`src/hdl/arm_psr_transfer_unit_top_assert.svh`:
```
// Assertion macros for the status register transfer unit top level.
// Depends on nothing; expects i_clk and i_rst_n in the including scope.
`ifndef ARM_PSR_TRANSFER_UNIT_TOP_ASSERT_SVH
`define ARM_PSR_TRANSFER_UNIT_TOP_ASSERT_SVH

// Condition holding in the same cycle as the trigger.
`define APSRTU_ASSERT_NOW(label, trig, cond, msg) \
    label: assert property (@(posedge i_clk) disable iff (!i_rst_n) \
        (trig) |-> (cond)) else $error(msg);

// Delayed form: condition holding after the trigger rather than with it.
`define APSRTU_ASSERT_LAT2(label, trig, cond, msg) \
    label: assert property (@(posedge i_clk) disable iff (!i_rst_n) \
        (trig) |-> ##2 (cond)) else $error(msg);

`endif

```
`src/hdl/apsrtu_pkg.sv`:
```
// Shared types, codes and mask tables for the status register transfer unit.
// No dependencies.
package apsrtu_pkg;

    localparam logic [2:0] ARCH_RESET     = 3'd4;
    localparam logic [4:0] USER_MODE_BITS = 5'h10;
    localparam logic       MODE_MRS       = 1'b0;
    localparam logic       MODE_MSR       = 1'b1;

    typedef enum logic [2:0] {
        FAULT_OK      = 3'd0,
        FAULT_ENC     = 3'd1,
        FAULT_UNALLOC = 3'd2,
        FAULT_NO_SPSR = 3'd3,
        FAULT_STATE   = 3'd4
    } t_fault;

    typedef struct packed {
        logic        mode;
        logic [31:0] instruction;
        logic [31:0] source_value;
        logic [31:0] current_status;
        logic [31:0] saved_status;
        logic        saved_present;
        logic        cond_pass;
    } t_item;

    typedef struct packed {
        logic [3:0]  dest_reg;
        logic        reg_write;
        logic [31:0] reg_result;
        logic        cpsr_write;
        logic [31:0] new_cpsr;
        logic        spsr_write;
        logic [31:0] new_spsr;
        t_fault      fault;
    } t_result;

    // Levels above four fall into the default arm and act as four.
    function automatic logic [31:0] lvl_priv_bits(input logic [2:0] lvl);
        case (lvl)
            3'd0, 3'd1, 3'd2, 3'd3: lvl_priv_bits = 32'h0000000f;
            default:                lvl_priv_bits = 32'h000001df;
        endcase
    endfunction

    function automatic logic [31:0] lvl_state_bits(input logic [2:0] lvl);
        case (lvl)
            3'd0:       lvl_state_bits = 32'h00000000;
            3'd1, 3'd2: lvl_state_bits = 32'h00000020;
            default:    lvl_state_bits = 32'h01000020;
        endcase
    endfunction

    function automatic logic [31:0] lvl_unalloc_bits(input logic [2:0] lvl);
        case (lvl)
            3'd0:    lvl_unalloc_bits = 32'h0fffff20;
            3'd1:    lvl_unalloc_bits = 32'h0fffff00;
            3'd2:    lvl_unalloc_bits = 32'h07ffff00;
            3'd3:    lvl_unalloc_bits = 32'h06ffff00;
            default: lvl_unalloc_bits = 32'h06f0fc00;
        endcase
    endfunction

    function automatic logic [31:0] lvl_user_bits(input logic [2:0] lvl);
        case (lvl)
            3'd0, 3'd1: lvl_user_bits = 32'hf0000000;
            3'd2, 3'd3: lvl_user_bits = 32'hf8000000;
            default:    lvl_user_bits = 32'hf80f0200;
        endcase
    endfunction

endpackage

```
`src/hdl/apsrtu_exec.sv`:
```
// Combinational MRS / MSR execution between the input and result registers.
// Depends on apsrtu_pkg.
module apsrtu_exec import apsrtu_pkg::*; (
    input  t_item      i_item,
    input  logic [2:0] i_arch_level,
    output t_result    o_result
);

    logic [31:0] insn;
    logic        rbit;
    logic [63:0] imm_pair;
    logic [4:0]  rot;
    logic [31:0] operand;
    logic [31:0] bmask;
    logic [31:0] m_user;
    logic [31:0] m_priv;
    logic [31:0] m_state;
    logic [31:0] m_spsr;
    logic [31:0] m_cpsr;
    logic        privileged;
    logic        enc_bad;

    assign insn       = i_item.instruction;
    assign rbit       = insn[22];
    assign rot        = {insn[11:8], 1'b0};
    assign imm_pair   = {24'd0, insn[7:0], 24'd0, insn[7:0]} >> rot;
    assign operand    = insn[25] ? imm_pair[31:0] : i_item.source_value;
    assign bmask      = {{8{insn[19]}}, {8{insn[18]}}, {8{insn[17]}}, {8{insn[16]}}};
    assign m_user     = lvl_user_bits(i_arch_level);
    assign m_priv     = lvl_priv_bits(i_arch_level);
    assign m_state    = lvl_state_bits(i_arch_level);
    assign m_spsr     = bmask & (m_user | m_priv | m_state);
    assign privileged = i_item.current_status[4:0] != USER_MODE_BITS;
    assign m_cpsr     = privileged ? (bmask & (m_user | m_priv)) : (bmask & m_user);
    // register form of MSR requires bits 7:4 clear
    assign enc_bad    = !insn[25] && (insn[7:4] != 4'd0);

    always_comb begin
        o_result = '0;
        o_result.fault = FAULT_OK;
        if (i_item.mode == MODE_MRS) begin
            o_result.dest_reg = insn[15:12];
            if (insn[19:16] != 4'hf || insn[11:0] != 12'd0) begin
                o_result.fault = FAULT_ENC;
            end else begin
                o_result.reg_result = !rbit ? i_item.current_status :
                                      (i_item.saved_present ? i_item.saved_status : 32'd0);
                o_result.reg_write  = i_item.cond_pass;
            end
        end else if (enc_bad) begin
            o_result.fault = FAULT_ENC;
        end else if ((operand & lvl_unalloc_bits(i_arch_level)) != 32'd0) begin
            o_result.fault = FAULT_UNALLOC;
        end else if (rbit) begin
            if (!i_item.saved_present) begin
                o_result.fault = FAULT_NO_SPSR;
            end else begin
                o_result.new_spsr   = (i_item.saved_status & ~m_spsr) | (operand & m_spsr);
                o_result.spsr_write = i_item.cond_pass;
            end
        end else if (privileged && ((operand & m_state) != 32'd0)) begin
            o_result.fault = FAULT_STATE;
        end else begin
            o_result.new_cpsr   = (i_item.current_status & ~m_cpsr) | (operand & m_cpsr);
            o_result.cpsr_write = i_item.cond_pass;
        end
    end

endmodule

```
`src/hdl/arm_psr_transfer_unit_top.sv`:
```
// Top level of the ARM status register transfer unit (MRS / MSR).
// Depends on apsrtu_pkg, apsrtu_exec and arm_psr_transfer_unit_top_assert.svh.

// The unit takes one instruction item per clock: busy never rises, so an item
// is accepted at every edge where start is high. Each item yields exactly one
// result, loaded into the result register at the edge after the item was
// accepted and shown on the o_ ports with o_strobe high for the one cycle that
// follows. On its way the item passes the input register, then the result
// register, with the MRS / MSR logic between them. The receiver
// cannot stall, so results must be taken in the cycle they appear. Write flags
// are only high together with o_strobe and only when the condition passed and
// no fault was found; faults are reported whatever the condition. The
// arch_level register (reset value four) picks the mask tables, and levels
// above four act as four. Change it only when no item is in flight.
`include "arm_psr_transfer_unit_top_assert.svh"

module arm_psr_transfer_unit_top import apsrtu_pkg::*; (
    input  logic        i_clk,
    input  logic        i_rst_n,
    input  logic        start,
    output logic        busy,
    input  logic        i_cfg_we,
    input  logic [2:0]  i_cfg_wdata,
    input  logic        i_mode,
    input  logic [31:0] i_instruction,
    input  logic [31:0] i_source_value,
    input  logic [31:0] i_current_status,
    input  logic [31:0] i_saved_status,
    input  logic        i_saved_present,
    input  logic        i_cond_pass,
    output logic        o_strobe,
    output logic [3:0]  o_dest_reg,
    output logic        o_reg_write,
    output logic [31:0] o_reg_result,
    output logic        o_cpsr_write,
    output logic [31:0] o_new_cpsr,
    output logic        o_spsr_write,
    output logic [31:0] o_new_spsr,
    output logic [2:0]  o_fault
);

    logic       r_arch_level;
    logic [2:0] r_arch;
    logic       r_in_valid;
    t_item      r_item;
    logic       r_out_valid;
    t_result    r_res;
    t_result    n_res;
    logic       accept;

    // Pipeline never backs up: the receiver takes every result.
    assign busy   = 1'b0;
    assign accept = start && !busy;

    always_ff @(posedge i_clk) begin
        if (!i_rst_n) begin
            r_arch <= ARCH_RESET;
        end else if (i_cfg_we) begin
            r_arch <= i_cfg_wdata;
        end
    end

    // Mark whether the configuration register has ever been written.
    always_ff @(posedge i_clk) begin
        if (!i_rst_n) begin
            r_arch_level <= 1'b0;
        end else if (i_cfg_we) begin
            r_arch_level <= 1'b1;
        end
    end

    // Input stage: capture the item, hold payload when nothing arrives.
    always_ff @(posedge i_clk) begin
        if (!i_rst_n) begin
            r_in_valid <= 1'b0;
        end else begin
            r_in_valid <= accept;
        end
    end

    always_ff @(posedge i_clk) begin
        if (accept) begin
            r_item.mode           <= i_mode;
            r_item.instruction    <= i_instruction;
            r_item.source_value   <= i_source_value;
            r_item.current_status <= i_current_status;
            r_item.saved_status   <= i_saved_status;
            r_item.saved_present  <= i_saved_present;
            r_item.cond_pass      <= i_cond_pass;
        end
    end

    apsrtu_exec u_exec (
        .i_item       (r_item),
        .i_arch_level (r_arch),
        .o_result     (n_res)
    );

    // Result stage: advance one item per cycle.
    always_ff @(posedge i_clk) begin
        if (!i_rst_n) begin
            r_out_valid <= 1'b0;
        end else begin
            r_out_valid <= r_in_valid;
        end
    end

    always_ff @(posedge i_clk) begin
        if (r_in_valid) begin
            r_res <= n_res;
        end
    end

    // Gate the write flags with the strobe so stale results never write.
    assign o_strobe     = r_out_valid;
    assign o_dest_reg   = r_res.dest_reg;
    assign o_reg_write  = r_out_valid && r_res.reg_write;
    assign o_reg_result = r_res.reg_result;
    assign o_cpsr_write = r_out_valid && r_res.cpsr_write;
    assign o_new_cpsr   = r_res.new_cpsr;
    assign o_spsr_write = r_out_valid && r_res.spsr_write;
    assign o_new_spsr   = r_res.new_spsr;
    assign o_fault      = r_res.fault;

    `APSRTU_ASSERT_LAT2(a_result_latency, accept, o_strobe, "result missing after accept")
    `APSRTU_ASSERT_NOW(a_fault_no_write, o_strobe && (o_fault != FAULT_OK),
        !(o_reg_write || o_cpsr_write || o_spsr_write), "write asserted on fault")
    `APSRTU_ASSERT_NOW(a_single_write, o_strobe,
        $onehot0({o_reg_write, o_cpsr_write, o_spsr_write}), "more than one write target")
    `APSRTU_ASSERT_NOW(a_arch_reset, !r_arch_level, r_arch == ARCH_RESET,
        "arch level moved without a write")

endmodule

```
`config.mk`:
```
export PLATFORM = sky130hd
export DESIGN_NAME = arm_psr_transfer_unit_top
export DESIGN_NICKNAME = d
export VERILOG_FILES = /design/src/hdl/apsrtu_pkg.sv /design/src/hdl/apsrtu_exec.sv /design/src/hdl/arm_psr_transfer_unit_top.sv
export VERILOG_INCLUDE_DIRS = /design/src /design/src/hdl
export SDC_FILE = /design/constraint.sdc
export NUM_CORES = 1
export LEC_CHECK = 0
export BUFFER_PORTS_ARGS = -buffer_cell sky130_fd_sc_hd__buf_2
export CORE_ASPECT_RATIO = 0.9
export CORE_MARGIN = 2
export CORE_UTILIZATION = 55
export CTS_CLUSTER_DIAMETER = 200
export DETAILED_ROUTE_END_ITERATION = 12
export HOLD_SLACK_MARGIN = 0.05
export PLACE_DENSITY = 0.91
export SLEW_MARGIN = 5
export SYNTH_ARGS = -nofsm -noshare
export SYNTH_HDL_FRONTEND = slang
export SYNTH_HIERARCHICAL = 1
export SYNTH_SLANG_ARGS = --single-unit
export TNS_END_PERCENT = 50
```
`constraint.sdc`:
```
create_clock -name i_clk -period 9.5 [get_ports i_clk]
set_input_delay 0.475 -clock i_clk [delete_from_list [all_inputs] [get_ports i_clk]]
set_output_delay 0.475 -clock i_clk [all_outputs]
set_load 0.01 [all_outputs]
```
==> summary.txt <==
Status
  – Status: finished clean

Logic synthesis
  – Ys Warns: 6
  – Avg Inst Size Synth: ~13 um^2
  – Cells after Synth: 772
  – Synth Cell Area: 10200 um^2
  – Syn Nets: slightly above 900

Floorplan
  – Die X: 147 um
  – Die height: 133 um
  – Initial Utilization: 0.558
  – Core footprint: 18200 um^2
  – Die area: 19600 um^2
  – Ports: 246
  – Num rows: 47

Timing
  – RSZ-0062 raised after global routing: false
  – Tmin final: 4.20 ns
  – Setup TNS: 0 ns
  – Max-slew headroom: 0.269
  – Final setup vio count: 0
  – Final worst-path cycle share: 0.442
  – Measured slew at the worst slew-check pin: 1.10 ns
  – Clock Skew: 0.0135 ns
  – Fin. Hold Viols: 0
  – Final Slew Violations: 0
  – Max Fclk: 0.238 GHz

CTS
  – Clk root buf: clkbuf_16
  – Clock Tree Buf Depth: 3
  – Post-CTS Setup Bufs: 0
  – CTS Buf Count: 24
  – CTS tree: done
  – Clk slew on worst S/H paths: 0.06 ns
  – Clock sink count: 232
  – Clock Latency Late Sink: 0.51 ns
  – Hold-fix buffers, CTS: 0
  – CTS H-Tree Depth: 1
  – Resized cells post-CTS: 0

Worst setup path
  – Max incr delay on CP: 0.81 ns
  – Req. time, crit path: 9.80 ns
  – Slowest CP cell: edfxtp_1
  – Critical Path Fanout Max: 22
  – Crit path kind: reg -> reg
  – CP Capture Type: flip-flop
  – Worst-path cell chain: mux2i_1, o221ai_1, nor4_1, o211ai_1, a2111oi_4, nand3_1, nor3b_1
  – Worst Path Arrival: 4.50 ns
  – CP startpoint kind: flip-flop

Route
  – DRT antenna net count: 0
  – Routed length per placed instance: 19.2 um
  – Drt drc: 0
  – Detailed-router iteration count before antenna repair: 6
  – Via count: 6465
  – Initial DRC count: 644
  – DR vias/cell: 5.55
  – Final wirelength: 22.4 mm

Layout
  – Final core occ: 0.633
  – Reg with most FFs: r_item
  – Fin area: 11500 um^2
  – Fill count: 1362
  – Max reg flops: 121
  – Layout Nets: 1038
  – Fraction of layout cells with a size suffix above 1: 0.314
  – Layout area overhead: 13.4%

Placed design
  – Area after DPL: 10800 um^2
  – HPWL Detailed: 15.4 mm
  – GPL Wtd Cong: 0.879
  – Port-buffer cells: ~230

Power and ir drop
  – Sw power: 0.000533 W
  – Clock share of power: 0.388
  – Int Pwr: 0.00182 W
  – Switching portion of total power: 0.227
  – Peak VDD IR: 0.196 mV
  – Leakage: 4.18 nW
  – Flop pwr share: 0.524
  – Logic gate share of total power: 0.087
  – Power per standard cell area: 204 nW/um^2
  – Design Power: ~0.0024 W

Global routing
  – Overall Global Routing Usage: 0.226
  – Vias in the first global route: 6231
  – First-pass GRT wire length: 34.1 mm
  – Antenna violations before repair: 2
  – Grt total ovfl: 0
  – Pin count of the biggest net entering global routing: about 90

Job
  – # Max-Cap Violations: 0

Worst hold path
  – Worst Hold Class: in -> reg
layout by cell type (no fill, tap or decap), types with 4 or more instances in the layout:
cell	n
nand3_1	11
inv_1	7
clkbuf_16	25
a211oi_1	4
clkbuf_1	6
mux2_2	4
nand2b_1	23
nor2_1	81
buf_2	233
nor2b_1	29
a21oi_1	58
nor4_1	5
nor3_1	29
dfxtp_1	4
o21ai_0	22
o221ai_1	6
a221o_1	4
buf_4	7
edfxtp_1	227
mux2i_1	13
nand2_1	36
and2_1	9
nor3b_1	4
or2_2	4
stage by stage:
step                cells  setup WS (ns)  hold WS, ns
finish               1164           5.30        0.140
global route         1164           5.05        0.120
CTS                  1162           5.40        0.125
global placement     1119           5.51        0.513
detailed placement   1119           5.43        0.534
floorplan             772           6.42        0.461
cell type report:
cell class,instances,area (um^2),share of cell area
Timing Repair Buffer,240,1220,0.106
Inverter,8,30.0,0.00260
Sequential cell,232,6920,0.600
Clock inverter,11,116,0.0101
Antenna cell,2,5.00,0.000434
Clock buffer,32,662,0.0574
Multi-Input combinational cell,394,2280,0.197
Tap cell,245,307,0.0266
power groups by stage:
| stage | logic [W] | registers (W) | clock network (W) |
|---|---|---|---|
| global placement | 0.000199 | 0.00125 | 0 |
| CTS | 0.000204 | 0.00123 | 0.000929 |
| detailed placement | 0.000203 | 0.00125 | 0 |
| global route | 0.000224 | 0.00124 | 0.000973 |
| finish | 0.000205 | 0.00123 | 0.000914 |
| floorplan | 0.000145 | 0.00124 | 0 |
critical path, delay by kind of cell, from the launching register on:
family           cells  cell delay, ns
AO/OA/AOI/OAI        3            0.98
multiplexers         1            0.68
AND/OR/NAND/NOR      3            1.50
flip-flops           1            0.81
worst paths after layout:
| kind | start | endpoint | slack, ns | depth (start not counted) |
|---|---|---|---|---|
| setup / recovery | r_item[106] | o_new_spsr[19] | 5.30 | 7 |
| hold / removal | i_source_value[17] | r_item[83] | 0.14 | 1 |
| setup reg to reg | r_item[106] | o_new_spsr[19] | 5.30 | 7 |
| hold reg to reg | r_item[111] | o_dest_reg[1] | 0.55 | 1 |
metal layers:
metal | track usage | share of wire | vias to the layer above | wire [um]
met4 | 0.0588 | 0.021 | 0 | 459
li1 | - | - | 2995 | -
met2 | 0.384 | 0.50 | 308 | 11200
met5 | 0 | 0 | - | 0
met1 | 0.306 | 0.41 | 3121 | 9080
met3 | 0.0403 | 0.073 | 41 | 1640
Power figures use the tool's default switching activity.
